--- config.mk ---
export PLATFORM = sky130hd
export DESIGN_NAME = e2q_cordic
export DESIGN_NICKNAME = d
export VERILOG_FILES = /design/src/rtl/core/e2q_pkg.sv /design/src/rtl/core/e2q_cordic.sv
export SDC_FILE = /design/constraint.sdc
export NUM_CORES = 2
export LEC_CHECK = 0
export BUFFER_PORTS_ARGS = -buffer_cell sky130_fd_sc_hd__buf_4
export CAP_MARGIN = 20
export CORE_ASPECT_RATIO = 0.75
export CORE_MARGIN = 5
export CORE_UTILIZATION = 60
export CTS_CLUSTER_SIZE = 28
export DETAILED_ROUTE_END_ITERATION = 12
export HOLD_SLACK_MARGIN = 0.1
export PLACE_DENSITY = 0.76
export SLEW_MARGIN = 0
export SYNTH_ARGS = -nofsm -noshare
export SYNTH_HDL_FRONTEND = slang
export SYNTH_SLANG_ARGS = --single-unit
--- constraint.sdc ---
create_clock -name clk -period 7 [get_ports clk]
set_input_delay 1.05 -clock clk [delete_from_list [all_inputs] [get_ports clk]]
set_output_delay 1.05 -clock clk [all_outputs]
set_load 0.1 [all_outputs]
--- src/rtl/core/e2q_pkg.sv ---
// e2q_pkg: shared types, widths and the CORDIC arctangent table for euler_to_quaternion
// depends on nothing; used by every module of the block
`default_nettype none

package e2q_pkg;

	// field widths fixed by the interface
	localparam int FIELD_W = 16;
	localparam int RAW_W   = 32;

	// CORDIC datapath widths: x and y in Q30 with headroom, z in units where 2^32 = pi
	localparam int XY_W = 34;
	localparam int Z_W  = 35;

	// CORDIC gain compensation, 0.60725293500888 in Q30
	localparam logic signed [XY_W-1:0] K_Q30 = 34'sd652032874;

	// products of two Q30 factors
	localparam int PROD_W = 2 * XY_W;

	typedef struct packed {
		logic signed [FIELD_W-1:0] roll_angle;
		logic signed [FIELD_W-1:0] pitch_angle;
		logic signed [FIELD_W-1:0] yaw_angle;
	} angles_t;

	typedef struct packed {
		logic signed [FIELD_W-1:0] q_w;
		logic signed [FIELD_W-1:0] q_x;
		logic signed [FIELD_W-1:0] q_y;
		logic signed [FIELD_W-1:0] q_z;
	} quat_t;

	// cosine and sine of one half angle, Q30
	typedef struct packed {
		logic signed [XY_W-1:0] c;
		logic signed [XY_W-1:0] s;
	} cs_t;

	// doubled arctangent of 2^-i, units where 2^32 = pi; zero past the table
	function automatic logic signed [Z_W-1:0] atan_step(input int i);
		logic signed [Z_W-1:0] a;
		case (i)
			0:  a = 35'sd536870912;
			1:  a = 35'sd316933406;
			2:  a = 35'sd167458907;
			3:  a = 35'sd85004756;
			4:  a = 35'sd42667331;
			5:  a = 35'sd21354465;
			6:  a = 35'sd10679838;
			7:  a = 35'sd5340245;
			8:  a = 35'sd2670163;
			9:  a = 35'sd1335087;
			10: a = 35'sd667544;
			11: a = 35'sd333772;
			12: a = 35'sd166886;
			13: a = 35'sd83443;
			14: a = 35'sd41721;
			15: a = 35'sd20860;
			16: a = 35'sd10430;
			17: a = 35'sd5215;
			18: a = 35'sd2607;
			19: a = 35'sd1303;
			20: a = 35'sd651;
			21: a = 35'sd325;
			22: a = 35'sd162;
			23: a = 35'sd81;
			24: a = 35'sd40;
			25: a = 35'sd20;
			26: a = 35'sd10;
			27: a = 35'sd5;
			28: a = 35'sd2;
			29: a = 35'sd1;
			default: a = '0;
		endcase
		return a <<< 1;
	endfunction

endpackage

`default_nettype wire

--- src/rtl/core/e2q_cordic.sv ---
// e2q_cordic: pipelined rotation-mode CORDIC, one register stage per iteration
// depends on e2q_pkg
`default_nettype none

module e2q_cordic #(
	parameter int ANGLE_BITS = 16,
	parameter int STAGES     = 16
) (
	input  wire                              clk,
	input  wire                              en,
	input  wire logic [e2q_pkg::FIELD_W-1:0] angle,
	output e2q_pkg::cs_t                     cs
);

	localparam int XY_W = e2q_pkg::XY_W;
	localparam int Z_W  = e2q_pkg::Z_W;

	logic [e2q_pkg::RAW_W-1:0]  raw;
	logic signed [ANGLE_BITS-1:0] ang;

	logic signed [XY_W-1:0] x_s [0:STAGES];
	logic signed [XY_W-1:0] y_s [0:STAGES];
	logic signed [Z_W-1:0]  z_s [0:STAGES-1];

	// half angle: sign extend the low angle bits and scale to 2^32 = pi
	assign raw    = {{(e2q_pkg::RAW_W - e2q_pkg::FIELD_W){1'b0}}, angle};
	assign ang    = raw[ANGLE_BITS-1:0];
	assign z_s[0] = Z_W'(ang) <<< (32 - ANGLE_BITS);
	assign x_s[0] = e2q_pkg::K_Q30;
	assign y_s[0] = '0;

	// one micro-rotation per stage
	for (genvar i = 0; i < STAGES; i++) begin : g_stage
		localparam logic signed [Z_W-1:0] ATAN = e2q_pkg::atan_step(i);
		logic signed [XY_W-1:0] dx;
		logic signed [XY_W-1:0] dy;
		assign dx = y_s[i] >>> i;
		assign dy = x_s[i] >>> i;

		always_ff @(posedge clk) begin
			if (en) begin
				if (!z_s[i][Z_W-1]) begin
					x_s[i+1] <= x_s[i] - dx;
					y_s[i+1] <= y_s[i] + dy;
				end else begin
					x_s[i+1] <= x_s[i] + dx;
					y_s[i+1] <= y_s[i] - dy;
				end
			end
		end

		// the last stage needs no angle residue
		if (i < STAGES - 1) begin : g_z
			always_ff @(posedge clk) begin
				if (en) begin
					if (!z_s[i][Z_W-1]) z_s[i+1] <= z_s[i] - ATAN;
					else z_s[i+1] <= z_s[i] + ATAN;
				end
			end
		end
	end

	assign cs.c = x_s[STAGES];
	assign cs.s = y_s[STAGES];

endmodule

`default_nettype wire

After elaboration in Yosys (flattened, before gate mapping)
Index checks and enable logic that the tools add are counted.
Storage, ports and cells
  register bits: 1579
  latch bits: 0
  memories kept: 0
  bits in read-only memories: 0
  output and inout port bits: 68
  input bits: 18
  bits in writable memories: 0
  word-level logic and storage cells: 182
Operators by class
  $lt $le $gt $ge: 0
  divide/modulo/power cells: 0
  shifts and indexed selects: 0
  multiplexer cells: 46
  equality and inequality tests: 0
  reductions and logical operators: 0
  bitwise operators: 0
  $add $sub $neg: 90
  $mul: 0
Operators with widths (count)
  $mux W34: 31
  $mux W35: 15
  $add A34 B19 Y34: 2
  $add A34 B20 Y34: 2
  $add A34 B21 Y34: 2
  $add A34 B22 Y34: 2
  $add A34 B23 Y34: 2
  $add A34 B24 Y34: 2
  $add A34 B25 Y34: 2
  $add A34 B26 Y34: 2
  $add A34 B27 Y34: 2
  $add A34 B28 Y34: 2
  $add A34 B29 Y34: 2
  $add A34 B30 Y34: 2
  $add A34 B31 Y34: 2
  $add A34 B32 Y34: 2
  $sub A34 B19 Y34: 2
  $sub A34 B20 Y34: 2
  $sub A34 B21 Y34: 2
  $sub A34 B22 Y34: 2
  $sub A34 B23 Y34: 2
  $sub A34 B24 Y34: 2
  $sub A34 B25 Y34: 2
  $sub A34 B26 Y34: 2
  40 further kinds: 46

Depth between registers and ports, before layout
  word-level depth: 2
  mapped depth: 22
  gate-level depth less buffers: 22

Least setup slack after synthesis
No wires, ideal clock.
  kind: flip-flop to flip-flop
  from: reg y_s (netlist bit g_stage[13].dx[2])
  to: reg x_s (netlist bit g_stage[14].dy[18]) (data pin)
  path buffers: 0
  setup time: 0.258 ns
  required time: 6.742 ns
  slack: 2.171 ns
  data arrival time: 4.571 ns
  stages on the path, launching flop included: 19
  period minus slack after synthesis: 4.829 ns
  path through: edfxtp_1 nor2_1 nor4b_1 nor3b_1 nor4bb_1 a21oi_1 xor2_1 ha_1 a21oi_1 or3b_2 nor2_1 o21ai_0 a31o_2 a311o_1 nand2_1 a21oi_1 a311o_1 a21oi_1 xnor2_1
On the way
  cells in the longest elaborated chain, start to end: 2
RTL lines
  from (decl): line e2q_cordic.sv:22  | logic signed [XY_W-1:0] y_s [0:STAGES];
  from (signal, indexed assignment): line e2q_cordic.sv:44  | y_s[i+1] <= y_s[i] + dy;
  from (signal, indexed assignment): line e2q_cordic.sv:47  | y_s[i+1] <= y_s[i] - dy;
  $sub A34 B21 Y34 or $add A34 B21 Y34 (tied branches): line e2q_cordic.sv:43, e2q_cordic.sv:46
  $mux W34 (*): line e2q_cordic.sv:42  | if (!z_s[i][Z_W-1]) begin
  to (signal, indexed assignment): line e2q_cordic.sv:43  | x_s[i+1] <= x_s[i] - dx;
  to (signal, indexed assignment): line e2q_cordic.sv:46  | x_s[i+1] <= x_s[i] + dx;
  to (decl): line e2q_cordic.sv:21  | logic signed [XY_W-1:0] x_s [0:STAGES];
Every way passes the cells marked *; elsewhere a longest branch is shown, timed or not.
A chain may end at the register's enable or synchronous reset.

Final worst setup path
  from: reg y_s (netlist bit g_stage[5].dx[2])
  to: reg x_s (netlist bit g_stage[6].dy[27]) (data pin)
On the way
  cells in the longest elaborated chain, start to end: 2
RTL lines (line)
  $sub A34 B29 Y34 or $add A34 B29 Y34 (tied branches): e2q_cordic.sv:43, e2q_cordic.sv:46
  $mux W34 (*): e2q_cordic.sv:42
Marks and branches as above.

==> summary.txt <==
STA
  • Fin crit share: 81.3%
  • Final setup viols: 0
  • RSZ-0062 raised after global routing: no
  • Clk_skew: 0.0532 ns
  • Setup TNS: 0 ns
  • Max Clk Rate: 176 MHz
  • Max-slew violation count: 0
  • Fin. Hold Viols: 0
  • Worst-Margin Slew: 1.15 ns
  • Slew HR: 22.5%
  • Post-layout minimum cycle time: 5.69 ns

Detailed routing
  • Via count: 96,488
  • DRT Wirelength: 322,000 µm
  • # DRC: 0
  • Starting DRT DRC Count: 10,504
  • WL/cell: 21.1 µm
  • Routed Antenna Nets: 0
  • Vias per std cell: 6.32
  • First-pass DRT Iterations: 9

Job
  • Max Cap Viol: 0

Setup path
  • Crit-path max cell delay: 0.77 ns
  • Worst path cell trace: nor3_1 -> nor4bb_1 -> nor3b_1 -> a21oi_1 -> xor2_1 -> ha_1 -> nand4_1 -> nor3b_1 -> o311a_1 -> or4_1 -> a31oi_1 -> a21oi_1 -> o41ai_2 -> o21ai_0 -> a21oi_1 -> xnor2_1
  • Worst setup path class: reg2reg
  • Worst-path maximum fanout: 6
  • Critical path's slowest cell: nor3b_1
  • Startpoint class of the critical path: flip-flop
  • Endpoint class of the critical path: flip-flop
  • Most frequent cell on the critical path: a21oi_1
  • Cell family with most CP delay: simple AND/OR/NAND/NOR gates
  • Crit path DAT: 6.25 ns
  • CP Buf/Inv Count: 0
  • Required @ worst endpoint: 7.56 ns

Synth
  • Syn Nets: 13,830
  • Syn Area/Cell: 9.70 µm²
  • Synthesized flop and latch total: 1,431
  • Mapped Area: 120,000 µm²
  • Async S/R FF share, synth: 0%
  • Top cell type's share of synthesized area: 35.7%
  • Netlist cell types: 100
  • Top_reg_cell synth: edfxtp_1
  • Post-Syn Instances: 12,394
  • Seq/Total Area, Yosys: 35.7%
  • Number of synthesis warnings: 0
  • Ranking of synthesized cells by area: edfxtp_1 36%, ha_1 14%, xnor2_1 8.6%
  • EDFF count, synth: 1,431
  • Cell taking the most area after synthesis: edfxtp_1

GRT
  • Global route overflow: 0
  • Vias in the first global route: 90,256
  • Largest net degree at the start of global routing: 189
  • Antenna violations before repair: 4
  • Tot GR Track Use: 29.8%
  • First-pass GRT wire length: 505,000 µm

Clock network
  • Setup bufs post-CTS: 0
  • Worst skew pair latency: 0.83 ns
  • CTS sink cnt: 1,431
  • CTS tree: done
  • Clk buf depth: 4
  • Hold Buf Count CTS: 0
  • # H-tree levels: 4
  • CTS Buf Count: 163
  • PostCTS Resize Cnt: 0
  • CTS root buf: clkbuf_16
  • CTS clock-pin slew for the worst setup and hold paths: 0.06 ns

Finish
  • Most frequent cells in the layout: 1,431 x edfxtp_1, 1,377 x ha_1, 1,351 x a21oi_1
  • Leading cell type in the layout, fill and taps excluded: edfxtp_1
  • Area growth from synthesis to layout: 7.28%
  • # nets final: 13,913
  • Layout cells sized above 1: 4.56%

Floorplan
  • Io pins: 86
  • Die span in x: 527 µm
  • Core box area: 200,000 µm²
  • Initial Util: 60.3%
  • Die area: 210,000 µm²
  • Num rows: 142
  • DIE HEIGHT: 398 µm

Min path
  • Hold Crit Class: in2reg

Outcome
  • Status: finished clean

Placed design
  • HPWL after DPL: 252,000 µm
  • Final Wtd Congestion: 0.975
  • I/O Buffers: 85
-- kinds of logic after synthesis --
group	after synthesis	share of synthesized area (%)
and+or+nand+nor	3128	12.6
xor gates and xnor gates	1798	13.1
adders and majority gates	1418	15.0
buffers and inverters	745	2.54
DFF	1431	35.7
other	1	0.00312
AOI/OAI and AO/OA	3747	19.9
muxes	126	1.10
-- cell type report --
class	count	area [µm²]
Multi-Input combinational cell	10218	74200
Fill cell	16010	70500
Sequential cell	1431	43000
Clock buffer	185	4230
Tap cell	2664	3330
Inverter	508	1910
Timing Repair Buffer	155	1300
Clock inverter	97	1040
Antenna cell	1	2.50
-- flip-flops by register name, summed over array words and instances, names as in the netlist --
signal      count
z_s           432
g_stage.dx    359
g_stage.dy    336
x_s           118
y_s           118
cs             68
-- routing by layer --
metal  global-route usage [%]  vias to the layer above  routed length [µm]
met4                     5.76                        4                6050
met3                     5.21                      382               29000
met2                     42.2                     3700              128000
met5                        0                        -                  24
met1                     47.5                    46298              159000
li1                         -                    46104                   -
-- cell usage after synthesis (19+ instances only) --
master     count
xor2_1       619
o21ai_0      569
or2_2         43
o31ai_1       39
nor2b_1      154
mux2i_1       72
a21boi_0      38
nand2_1      524
a21o_1       644
nand4_1       80
mux2_2        54
buf_4         68
o31a_1        51
a211oi_1     107
a21oi_1     1351
a211o_1       36
ha_1        1377
nand3_1      196
a31oi_1      118
o211ai_1      41
fa_1          41
and4_1        24
nand2b_1     203
buf_1         22
or4_1         37
edfxtp_1    1431
o21a_1       251
and3_1       108
xnor2_1     1179
nor3b_1       39
a31o_2        32
or3_1         71
nor4_1        63
inv_1        505
o21bai_1     146
nand3b_1      19
a2111oi_0     25
o41ai_1       27
and2_1        62
nor2_1      1127
clkbuf_1     146
nor3_1       325
a311oi_1      21
a41oi_1       19
-- path summary, 6_finish.rpt --
check | from | endpoint | slack (ns) | depth (start not counted)
setup / recovery | g_stage[5].dx[2] | g_stage[6].dy[27] | 1.31 | 16
setup reg to reg | g_stage[5].dx[2] | g_stage[6].dy[27] | 1.31 | 16
hold / removal | angle[9] | z_s[515] | 0.39 | 1
hold reg to reg | z_s[142] | z_s[107] | 0.43 | 0
-- metrics by stage --
| stage | hold slack (ns) | std cells | util [%] | area [µm²] | setup WS (ns) |
|---|---|---|---|---|---|
| 3_3_place_gp | 0.405 | 14972 | 62.0 | 124000 | 1.53 |
| 3_5_place_dp | 0.406 | 14972 | 62.0 | 124000 | 1.58 |
| 4_1_cts | 0.329 | 15254 | 64.6 | 129000 | 1.59 |
| 6_report | 0.389 | 15259 | 64.7 | 129000 | 1.31 |
| 5_1_grt | 0.349 | 15258 | 64.7 | 129000 | 1.09 |
| 2_1_floorplan | 0.400 | 12394 | - | 120000 | 2.17 |
Power is not shown: default switching activity piles up to over one toggle a cycle in this logic, so the estimate is an artifact.
